File: src/rtl/core/bpsd_pkg.sv
// shared types and constants of the button press series decoder
package bpsd_pkg;

   localparam int ADC_W   = 12;
   localparam int TPS_W   = 10;
   localparam int CNT_W   = 8;
   localparam int TMR_W   = 16;
   localparam int NUM_W   = 16;
   localparam int HALF_W  = 9;
   localparam int FIVE_W  = 13;
   localparam int CSR_IDX_W  = 1;
   localparam int CSR_DATA_W = 12;

   localparam logic [CSR_IDX_W-1:0] CSR_PRESS_THRESHOLD  = 1'd0;
   localparam logic [CSR_IDX_W-1:0] CSR_TICKS_PER_SECOND = 1'd1;

   localparam logic [ADC_W-1:0]  THRESHOLD_RESET = 12'd1000;
   localparam logic [TMR_W-1:0]  LIMIT_RESET     = 16'd6000;
   localparam logic [HALF_W-1:0] HALF_RESET      = 9'd50;
   localparam logic [FIVE_W-1:0] FIVE_RESET      = 13'd500;

   typedef struct packed {
      logic             was_pressed;
      logic [CNT_W-1:0] press_counter;
      logic [TMR_W-1:0] press_timer;
      logic [TMR_W-1:0] release_timer;
      logic [CNT_W-1:0] series_counter;
   } tick_state_type;

   typedef struct packed {
      tick_state_type nxt;
      logic           pressed;
      logic           eval;
      logic           clr;
      logic           latch;
   } tick_result_type;

   typedef struct packed {
      logic [ADC_W-1:0]  threshold;
      logic [TMR_W-1:0]  limit;
      logic [HALF_W-1:0] half;
      logic [FIVE_W-1:0] five;
   } tick_cfg_type;

endpackage

File: src/rtl/core/bpsd_if.sv
// handshake channels of the button press series decoder
interface bpsd_req_if;
   logic                      valid;
   logic                      ready;
   logic [bpsd_pkg::ADC_W-1:0] adc_sample;
   modport source (output valid, output adc_sample, input ready);
   modport sink (input valid, input adc_sample, output ready);
endinterface

interface bpsd_rsp_if;
   logic                       valid;
   logic                       ready;
   logic                       pressed;
   logic [bpsd_pkg::CNT_W-1:0] press_count;
   logic [bpsd_pkg::TMR_W-1:0] press_ticks;
   logic [bpsd_pkg::TMR_W-1:0] release_ticks;
   logic [bpsd_pkg::CNT_W-1:0] series_count;
   logic [bpsd_pkg::NUM_W-1:0] entered_number;
   logic                       series_done;
   modport source (output valid, output pressed, output press_count, output press_ticks,
                   output release_ticks, output series_count, output entered_number,
                   output series_done, input ready);
   modport sink (input valid, input pressed, input press_count, input press_ticks,
                 input release_ticks, input series_count, input entered_number,
                 input series_done, output ready);
endinterface

interface bpsd_csr_if;
   logic                            valid;
   logic                            ready;
   logic [bpsd_pkg::CSR_IDX_W-1:0]  index;
   logic [bpsd_pkg::CSR_DATA_W-1:0] data;
   modport source (output valid, output index, output data, input ready);
   modport sink (input valid, input index, input data, output ready);
endinterface

File: src/rtl/core/bpsd_tick.sv
// per-tick update of press detection, timers and counters
module bpsd_tick #(
   parameter int DIGITS = 4
) (
   input  logic [bpsd_pkg::ADC_W-1:0] sample,
   input  bpsd_pkg::tick_cfg_type     cfg,
   input  bpsd_pkg::tick_state_type   cur,
   output bpsd_pkg::tick_result_type  res
);
   import bpsd_pkg::*;

   always_comb begin
      tick_state_type n;
      logic           p;
      logic           ev;
      logic           cl;
      n  = cur;
      p  = (sample < cfg.threshold);
      ev = 1'b0;
      cl = 1'b0;
      if (p) begin
         if (!cur.was_pressed) begin
            n.release_timer = '0;
            n.press_counter = cur.press_counter + CNT_W'(1);
            n.press_timer   = '0;
         end
         if (n.press_timer < cfg.limit) begin
            n.press_timer = n.press_timer + TMR_W'(1);
         end
      end else begin
         if (n.release_timer < cfg.limit) begin
            n.release_timer = n.release_timer + TMR_W'(1);
         end
         if (n.release_timer == TMR_W'(cfg.half)) begin
            ev = 1'b1;
            n.series_counter = cur.series_counter + CNT_W'(1);
            n.press_counter  = '0;
         end
         // clear check runs after the evaluation on the same tick
         if (n.release_timer == TMR_W'(cfg.five)) begin
            cl = 1'b1;
            n.series_counter = '0;
            n.press_timer    = '0;
         end
      end
      n.was_pressed = p;
      res.nxt     = n;
      res.pressed = p;
      res.eval    = ev;
      res.clr     = cl;
      res.latch   = ev && !cl && ((cur.series_counter + CNT_W'(1)) == CNT_W'(DIGITS));
   end

endmodule

File: src/rtl/core/bpsd_dec_acc.sv
// shared multiply-by-ten and add unit for the decimal value, one digit per cycle while step is high
module bpsd_dec_acc (
   input  logic                       clock,
   input  logic                       step,
   input  logic                       first,
   input  logic [bpsd_pkg::CNT_W-1:0] digit,
   output logic [bpsd_pkg::NUM_W-1:0] acc
);
   import bpsd_pkg::*;

   logic [NUM_W-1:0] acc_ff;
   logic [NUM_W-1:0] acc_in;
   logic [NUM_W-1:0] base;

   assign base   = first ? '0 : acc_ff;
   // v*10 as v*8 + v*2, wrapping at the accumulator width
   assign acc_in = {base[NUM_W-4:0], 3'b000} + {base[NUM_W-2:0], 1'b0} + NUM_W'(digit);

   always_ff @(posedge clock) begin
      if (step) begin
         acc_ff <= acc_in;
      end
   end

   assign acc = acc_ff;

endmodule

File: src/rtl/core/button_press_series_decoder.sv
// top level of the button press series decoder
//
// usage: one item on req_ch carries one converter sample (one tick). for every
// item exactly one status item leaves on rsp_ch: pressed flag, press count,
// press and release timers, series count, entered number and series_done.
// csr_ch writes the press threshold (index 0) and ticks per second (index 1);
// it is always ready and the timer limits are derived from ticks per second
// at the write. the user must see that configuration is written while no item
// is in flight; the block does not enforce it. an item passes the accept,
// update and output load steps; a tick that closes the DIGITS-th series adds
// an accumulate step in which one multiply-by-ten/add unit folds the history
// into the entered number, one digit per cycle. req_ch.ready is low from
// accept until the result is loaded into the output register, so one item is
// in work at a time. rsp_ch holds its item while ready is low; a finished
// item then waits in the output stage and the next item is accepted as soon
// as the output register frees. reset clears all counters, timers, history
// and the number and restores threshold 1000 and 100 ticks per second.
module button_press_series_decoder #(
   parameter int DIGITS = 4
) (
   input  logic            clock,
   input  logic            reset,
   bpsd_req_if.sink        req_ch,
   bpsd_rsp_if.source      rsp_ch,
   bpsd_csr_if.sink        csr_ch
);
   import bpsd_pkg::*;

   localparam int IDX_W = (DIGITS > 2) ? $clog2(DIGITS) : 1;

   localparam logic [1:0] ST_IDLE   = 2'd0;
   localparam logic [1:0] ST_UPDATE = 2'd1;
   localparam logic [1:0] ST_ACC    = 2'd2;
   localparam logic [1:0] ST_OUT    = 2'd3;

   logic [1:0]        state_ff, state_in;
   tick_cfg_type      cfg_ff, cfg_in;
   tick_state_type    tst_ff, tst_in;
   tick_result_type   tres;
   logic [CNT_W-1:0]  hist_ff [DIGITS];
   logic [CNT_W-1:0]  hist_in [DIGITS];
   logic [NUM_W-1:0]  latched_ff, latched_in;
   logic [ADC_W-1:0]  sample_ff;
   logic              pressed_ff, done_ff, latch_pend_ff;
   logic [IDX_W-1:0]  idx_ff, idx_in;
   logic [NUM_W-1:0]  acc;
   logic              acc_step;
   logic              out_free;
   logic [TPS_W-1:0]  tps;

   logic              rsp_valid_ff;
   logic              rsp_pressed_ff;
   logic [CNT_W-1:0]  rsp_press_count_ff;
   logic [TMR_W-1:0]  rsp_press_ticks_ff;
   logic [TMR_W-1:0]  rsp_release_ticks_ff;
   logic [CNT_W-1:0]  rsp_series_count_ff;
   logic [NUM_W-1:0]  rsp_entered_number_ff;
   logic              rsp_series_done_ff;

   bpsd_tick #(.DIGITS(DIGITS)) u_tick (
      .sample (sample_ff),
      .cfg    (cfg_ff),
      .cur    (tst_ff),
      .res    (tres)
   );

   assign acc_step = (state_ff == ST_ACC);

   bpsd_dec_acc u_acc (
      .clock (clock),
      .step  (acc_step),
      .first (idx_ff == '0),
      .digit (hist_ff[idx_ff]),
      .acc   (acc)
   );

   // configuration
   assign csr_ch.ready = 1'b1;
   assign tps          = csr_ch.data[TPS_W-1:0];

   always_comb begin
      cfg_in = cfg_ff;
      if (csr_ch.valid) begin
         unique case (csr_ch.index)
            CSR_PRESS_THRESHOLD: begin
               cfg_in.threshold = csr_ch.data[ADC_W-1:0];
            end
            CSR_TICKS_PER_SECOND: begin
               cfg_in.limit = TMR_W'({tps, 6'b0}) - TMR_W'({tps, 2'b0});
               cfg_in.half  = tps[TPS_W-1:1];
               cfg_in.five  = FIVE_W'({tps, 2'b0}) + FIVE_W'(tps);
            end
            default: begin
               cfg_in = cfg_ff;
            end
         endcase
      end
   end

   assign out_free     = !rsp_valid_ff || rsp_ch.ready;
   assign req_ch.ready = (state_ff == ST_IDLE);

   always_comb begin
      state_in   = state_ff;
      tst_in     = tst_ff;
      hist_in    = hist_ff;
      latched_in = latched_ff;
      idx_in     = idx_ff;
      unique case (state_ff)
         ST_IDLE: begin
            if (req_ch.valid) begin
               state_in = ST_UPDATE;
            end
         end
         ST_UPDATE: begin
            tst_in = tres.nxt;
            if (tres.eval) begin
               for (int k = 0; k < DIGITS - 1; k++) begin
                  hist_in[k] = hist_ff[k + 1];
               end
               hist_in[DIGITS-1] = tst_ff.press_counter;
            end
            if (tres.clr) begin
               for (int k = 0; k < DIGITS; k++) begin
                  hist_in[k] = '0;
               end
               latched_in = '0;
            end
            idx_in   = '0;
            state_in = tres.latch ? ST_ACC : ST_OUT;
         end
         ST_ACC: begin
            idx_in = idx_ff + IDX_W'(1);
            if (idx_ff == IDX_W'(DIGITS - 1)) begin
               state_in = ST_OUT;
            end
         end
         ST_OUT: begin
            if (out_free) begin
               if (latch_pend_ff) begin
                  latched_in = acc;
               end
               state_in = ST_IDLE;
            end
         end
         default: begin
            state_in = ST_IDLE;
         end
      endcase
   end

   always_ff @(posedge clock) begin
      if (reset) begin
         state_ff         <= ST_IDLE;
         cfg_ff.threshold <= THRESHOLD_RESET;
         cfg_ff.limit     <= LIMIT_RESET;
         cfg_ff.half      <= HALF_RESET;
         cfg_ff.five      <= FIVE_RESET;
         tst_ff           <= '0;
         latched_ff       <= '0;
         idx_ff           <= '0;
         latch_pend_ff    <= 1'b0;
         done_ff          <= 1'b0;
         pressed_ff       <= 1'b0;
         rsp_valid_ff     <= 1'b0;
         for (int k = 0; k < DIGITS; k++) begin
            hist_ff[k] <= '0;
         end
      end else begin
         state_ff   <= state_in;
         cfg_ff     <= cfg_in;
         tst_ff     <= tst_in;
         hist_ff    <= hist_in;
         latched_ff <= latched_in;
         idx_ff     <= idx_in;
         if (state_ff == ST_UPDATE) begin
            latch_pend_ff <= tres.latch;
            done_ff       <= tres.eval;
            pressed_ff    <= tres.pressed;
         end
         if (state_ff == ST_OUT && out_free) begin
            rsp_valid_ff <= 1'b1;
         end else if (rsp_ch.ready) begin
            rsp_valid_ff <= 1'b0;
         end
      end
   end

   // payload registers
   always_ff @(posedge clock) begin
      if (req_ch.valid && req_ch.ready) begin
         sample_ff <= req_ch.adc_sample;
      end
      if (state_ff == ST_OUT && out_free) begin
         rsp_pressed_ff        <= pressed_ff;
         rsp_press_count_ff    <= tst_ff.press_counter;
         rsp_press_ticks_ff    <= tst_ff.press_timer;
         rsp_release_ticks_ff  <= tst_ff.release_timer;
         rsp_series_count_ff   <= tst_ff.series_counter;
         rsp_entered_number_ff <= latch_pend_ff ? acc : latched_ff;
         rsp_series_done_ff    <= done_ff;
      end
   end

   assign rsp_ch.valid          = rsp_valid_ff;
   assign rsp_ch.pressed        = rsp_pressed_ff;
   assign rsp_ch.press_count    = rsp_press_count_ff;
   assign rsp_ch.press_ticks    = rsp_press_ticks_ff;
   assign rsp_ch.release_ticks  = rsp_release_ticks_ff;
   assign rsp_ch.series_count   = rsp_series_count_ff;
   assign rsp_ch.entered_number = rsp_entered_number_ff;
   assign rsp_ch.series_done    = rsp_series_done_ff;

endmodule

File: src/flat_wrapper.sv
// flat-port wrapper written by rule: the top's interface ports become plain ports
module button_press_series_decoder_flat import bpsd_pkg::*;
#(
   parameter int DIGITS = 4
)
  (clock, reset, req_ch_valid, req_ch_adc_sample, req_ch_ready, rsp_ch_valid, rsp_ch_pressed, rsp_ch_press_count, rsp_ch_press_ticks, rsp_ch_release_ticks, rsp_ch_series_count, rsp_ch_entered_number, rsp_ch_series_done, rsp_ch_ready, csr_ch_valid, csr_ch_index, csr_ch_data, csr_ch_ready);
  bpsd_req_if req_ch_i ();
  bpsd_rsp_if rsp_ch_i ();
  bpsd_csr_if csr_ch_i ();
  input  logic clock;
  input  logic reset;
  input wire logic [$bits(req_ch_i.valid)-1:0] req_ch_valid;
  input wire logic [$bits(req_ch_i.adc_sample)-1:0] req_ch_adc_sample;
  output wire logic [$bits(req_ch_i.ready)-1:0] req_ch_ready;
  output wire logic [$bits(rsp_ch_i.valid)-1:0] rsp_ch_valid;
  output wire logic [$bits(rsp_ch_i.pressed)-1:0] rsp_ch_pressed;
  output wire logic [$bits(rsp_ch_i.press_count)-1:0] rsp_ch_press_count;
  output wire logic [$bits(rsp_ch_i.press_ticks)-1:0] rsp_ch_press_ticks;
  output wire logic [$bits(rsp_ch_i.release_ticks)-1:0] rsp_ch_release_ticks;
  output wire logic [$bits(rsp_ch_i.series_count)-1:0] rsp_ch_series_count;
  output wire logic [$bits(rsp_ch_i.entered_number)-1:0] rsp_ch_entered_number;
  output wire logic [$bits(rsp_ch_i.series_done)-1:0] rsp_ch_series_done;
  input wire logic [$bits(rsp_ch_i.ready)-1:0] rsp_ch_ready;
  input wire logic [$bits(csr_ch_i.valid)-1:0] csr_ch_valid;
  input wire logic [$bits(csr_ch_i.index)-1:0] csr_ch_index;
  input wire logic [$bits(csr_ch_i.data)-1:0] csr_ch_data;
  output wire logic [$bits(csr_ch_i.ready)-1:0] csr_ch_ready;
  assign req_ch_i.valid = req_ch_valid;
  assign req_ch_i.adc_sample = req_ch_adc_sample;
  assign req_ch_ready = req_ch_i.ready;
  assign rsp_ch_valid = rsp_ch_i.valid;
  assign rsp_ch_pressed = rsp_ch_i.pressed;
  assign rsp_ch_press_count = rsp_ch_i.press_count;
  assign rsp_ch_press_ticks = rsp_ch_i.press_ticks;
  assign rsp_ch_release_ticks = rsp_ch_i.release_ticks;
  assign rsp_ch_series_count = rsp_ch_i.series_count;
  assign rsp_ch_entered_number = rsp_ch_i.entered_number;
  assign rsp_ch_series_done = rsp_ch_i.series_done;
  assign rsp_ch_i.ready = rsp_ch_ready;
  assign csr_ch_i.valid = csr_ch_valid;
  assign csr_ch_i.index = csr_ch_index;
  assign csr_ch_i.data = csr_ch_data;
  assign csr_ch_ready = csr_ch_i.ready;
  button_press_series_decoder #(.DIGITS(DIGITS)) u_core (.clock(clock), .reset(reset), .req_ch(req_ch_i), .rsp_ch(rsp_ch_i), .csr_ch(csr_ch_i));
endmodule
File: config.mk
export PLATFORM = sky130hd
export DESIGN_NAME = button_press_series_decoder_flat
export DESIGN_NICKNAME = d
export VERILOG_FILES = /design/src/rtl/core/bpsd_pkg.sv /design/src/rtl/core/bpsd_if.sv /design/src/rtl/core/bpsd_tick.sv /design/src/rtl/core/bpsd_dec_acc.sv /design/src/rtl/core/button_press_series_decoder.sv /design/src/flat_wrapper.sv
export SDC_FILE = /design/constraint.sdc
export NUM_CORES = 1
export LEC_CHECK = 0
export CAP_MARGIN = 20
export CORE_MARGIN = 2
export CORE_UTILIZATION = 65
export DETAILED_ROUTE_END_ITERATION = 7
export DONT_BUFFER_PORTS = 1
export PLACE_DENSITY = 0.87
export SYNTH_ARGS = -nofsm -noshare
export SYNTH_HDL_FRONTEND = slang
export SYNTH_SLANG_ARGS = --single-unit
File: constraint.sdc
create_clock -name clock -period 11.1 [get_ports clock]
set_clock_uncertainty 0.2 [all_clocks]
set_input_delay 1.665 -clock clock [delete_from_list [all_inputs] [get_ports clock]]
set_output_delay 1.665 -clock clock [all_outputs]
set_load 0.005 [all_outputs]
==> results.sh <==
export IMPL_synth_distinct_cells=88
export IMPL_finalInstanceArea_um2=14200
export IMPL_crit_fanout=15
export IMPL_synth_edf_count=94
export IMPL_cts_buffers=26
export IMPL_avgSynthCellArea_um2=9.90
export IMPL_antenna_found_initial=0
export IMPL_drt_iter0_markers=805
export IMPL_fp_row_count=52
export IMPL_htree_levels=1
export IMPL_period_minus_slack_ns=4.93
export IMPL_clockBufferDepth=3
export IMPL_finalHoldViolCount=0
export IMPL_drtPass1Iterations=5
export IMPL_netlist_instances=1327
export IMPL_clock_latency_ns=0.54
export IMPL_fin_crit_sh_pct=44.4
export IMPL_numPortBuffers=0
export IMPL_cts_sinks=244
export IMPL_p_sw_share_pct=29.4
export IMPL_dp_cells=1538
export IMPL_clk_pin_slew_ns=0.06
export IMPL_core_area_um2=20000
export IMPL_cpLargestDelayFamily="compound AO/OA/AOI/OAI gates"
export IMPL_top_layer="met4"
export IMPL_grt_max_degree=94
export IMPL_power_density_nw_per_um2=171
export IMPL_hold_buffers=0
export IMPL_ys_warn_count=0
export IMPL_fmax_mhz=203
export IMPL_ir_drop_mv=0.139
export IMPL_seqPwrFrac_pct=45.3
export IMPL_routedWlPerCell_um=20.0
export IMPL_drc=0
export IMPL_start_util_pct=65.6
export IMPL_intPower_uw=1700
export IMPL_endpoint_kind="register"
export IMPL_finalPower_uw=2410
export IMPL_cpPeakStageDelay_ns=0.70
export IMPL_hp_class="register to register"
export IMPL_worst_ep_required_time_ns=11.26
export IMPL_die_x_um=146
export IMPL_drive_gt1_share_pct=6.90
export IMPL_p_sw_uw=710
export IMPL_crit_buf_inv=1
export IMPL_final_common_cell="dfxtp_1"
export IMPL_ant_nets=0
export IMPL_arrival_ns=5.10
export IMPL_grt_overflow=0
export IMPL_maxCapViolCount=0
export IMPL_fin_tns_setup_ns=0
export IMPL_placed_area_um2=13200
export IMPL_wl_met3_um=2420
export IMPL_final_nets=1420
export IMPL_ctsRootBufferMaster="clkbuf_16"
export IMPL_wl_met2_um=15400
export IMPL_hpwlAfterDp_um=22100
export IMPL_worst_slew_pin_slew_ns=1.13
export IMPL_netlist_area_um2=13100
export IMPL_vias=10166
export IMPL_crit_path_start_kind="register"
export IMPL_n_antenna_cell=0
export IMPL_cts_resized=0
export IMPL_crit_path_top_delay_cell="dfxtp_1"
export IMPL_synth_ff_type="dfxtp_1"
export IMPL_leakage_uw=0.00557
export IMPL_vias_per_cell=6.40
export IMPL_rsz0062_at_grt="false"
export IMPL_die_h_um=146
export IMPL_clockPowerShare_pct=36.8
export IMPL_post_cts_setup_buffers=0
export IMPL_synth_seq_cells=244
export IMPL_cts_tree="built"
export IMPL_drv_slew=0
export IMPL_power_frac_comb_pct=17.9
export IMPL_path_class="register to register"
export IMPL_dieArea_um2=21400
export IMPL_postLayoutCoreUtil_pct=70.6
export IMPL_fin_cells=1588
export IMPL_grt_first_pass_wirelength_um=50200
export IMPL_grt_pass1_vias=9638
export IMPL_setup_viol=0
export IMPL_met1Wirelength_um=12700
export IMPL_ioPinCount=99
export IMPL_max_slew_margin_rel_pct=24.5
export IMPL_syn_num_nets=1449
export IMPL_status="completed"
export IMPL_gp_congestion=1.01
export IMPL_syn_to_final_growth_pct=7.70
export IMPL_groute_usage_overall_pct=29.1
export IMPL_path_cells="inv_1 > ha_1 > nor2b_1 > fa_1 > ha_1 > a21o_1 > a21oi_1 > o21bai_1 > a21oi_1 > nor2b_1 > o21a_1 > o31a_1 > or4_1 > and3_1 > a211oi_1"
export IMPL_synth_seq_area_share_pct=44.3
export IMPL_layout_common_cells="dfxtp_1 (150), nand2_1 (113), edfxtp_1 (94), inv_1 (88), ha_1 (85)"
export IMPL_routed_wl_um=31700
export IMPL_ys_async_sr_fraction_pct=0
## state kept, by name, indices dropped and copies added (netlist names), 2 cells and up
| register | count |
|---|---|
| u_core.cfg_ff | 46 |
| u_core.idx_ff | 2 |
| u_core.tst_ff | 49 |
| u_core.u_acc.acc | 16 |
| u_core.rsp_ch.release_ticks | 16 |
| u_core.rsp_ch.press_ticks | 16 |
| u_core.hist_ff | 32 |
| u_core.rsp_ch.entered_number | 16 |
| u_core.sample_ff | 12 |
| u_core.rsp_ch.series_count | 8 |
| u_core.state_ff | 2 |
| u_core.rsp_ch.press_count | 8 |
| u_core.latched_ff | 16 |
## layout make-up
type | instances | area (um^2)
inverter | 90 | 338
fill | 1411 | 5880
clock buffer | 34 | 691
clock inverter | 14 | 186
sequential | 244 | 5830
timing repair buffer | 8 | 83.8
tap | 270 | 338
multi-input combinational | 928 | 6690
## worst paths after layout
kind | start | end | slack (ns) | cells past startpoint
max | u_core.idx_ff[0] | u_core.u_acc.acc[15] | 6.17 | 15
min | u_core.cfg_ff[25] | u_core.cfg_ff[25] | 0.26 | 2
max reg2reg | u_core.idx_ff[0] | u_core.u_acc.acc[15] | 6.17 | 15
min reg2reg | u_core.cfg_ff[25] | u_core.cfg_ff[25] | 0.26 | 2
## cell usage after synthesis (all sizes together), types with 6 or more instances
cell type	n	area, um^2
nand3	41	228
and3	24	150
nor4	9	71.3
edfxtp	94	2820
nor3	28	145
fa	7	140
mux2i	24	240
a21o	11	82.6
or4	8	63.8
o21ai	51	255
nand2b	16	100
ha	85	1060
nand2	114	430
a31oi	12	75.1
o31ai	6	45.0
o21a	6	45.0
nand4	8	50.1
a211o	12	105
o21bai	6	45.0
xor2	14	123
xnor2	46	403
o2bb2ai	17	211
nor2b	29	181
and2	21	131
dfxtp	150	3000
a211oi	20	155
or3	10	62.6
a311oi	9	96.4
a21oi	78	394
o211ai	11	87.6
nor2	84	315
o32ai	10	87.6
clkbuf	38	143
mux4	8	180
inv	89	334
buf	27	159
a22o	33	289
## worst register-to-register path, stage by stage, from the launching register on
cell and delay (ns):
dfxtp_1 0.70, inv_1 0.14, ha_1 0.43, nor2b_1 0.33, fa_1 0.51, ha_1 0.32, a21o_1 0.20, a21oi_1 0.27
o21bai_1 0.11, a21oi_1 0.26, nor2b_1 0.08, o21a_1 0.19, o31a_1 0.25, or4_1 0.42, and3_1 0.16, a211oi_1 0.18
## per-stage QoR
stage                     hold slack (ns)  worst slack, ns
final                               0.256             6.17
after global routing                0.267             5.77
after CTS                           0.254             6.19
after detailed placement            0.238             6.22
after global placement              0.227             6.35
after floorplan                     0.208             5.23
## logic make-up (layout without fill, tap and decap cells)
| group | after synthesis | count (layout) | synth area share (%) |
|---|---|---|---|
| multiplexers | 34 | 34 | 3.37 |
| flip-flops | 244 | 244 | 44.3 |
| AND/OR/NAND/NOR | 415 | 415 | 16.1 |
| other | 1 | 1 | 0.0285 |
| XOR/XNOR | 61 | 61 | 4.17 |
| AO/OA/AOI/OAI | 325 | 325 | 18.0 |
| buffers and inverters | 155 | 146 | 4.86 |
| adder cells (fa/ha/maj) | 92 | 92 | 9.16 |
## metal layers
layer  track usage (%)  up-vias
met5                 0        -
met4              11.4        0
met3              4.47       95
met2              49.7      491
met1              37.3     4788
li1                  -     4792
## power groups by stage
stage | Clock, uW | Sequential, uW | Combinational, uW
CTS | 894 | 1090 | 424
global route | 931 | 1100 | 474
global placement | 0 | 1110 | 409
finish | 888 | 1090 | 432
floorplan | 0 | 1080 | 339
detailed placement | 0 | 1110 | 420
(Power assumes the default switching activity.)
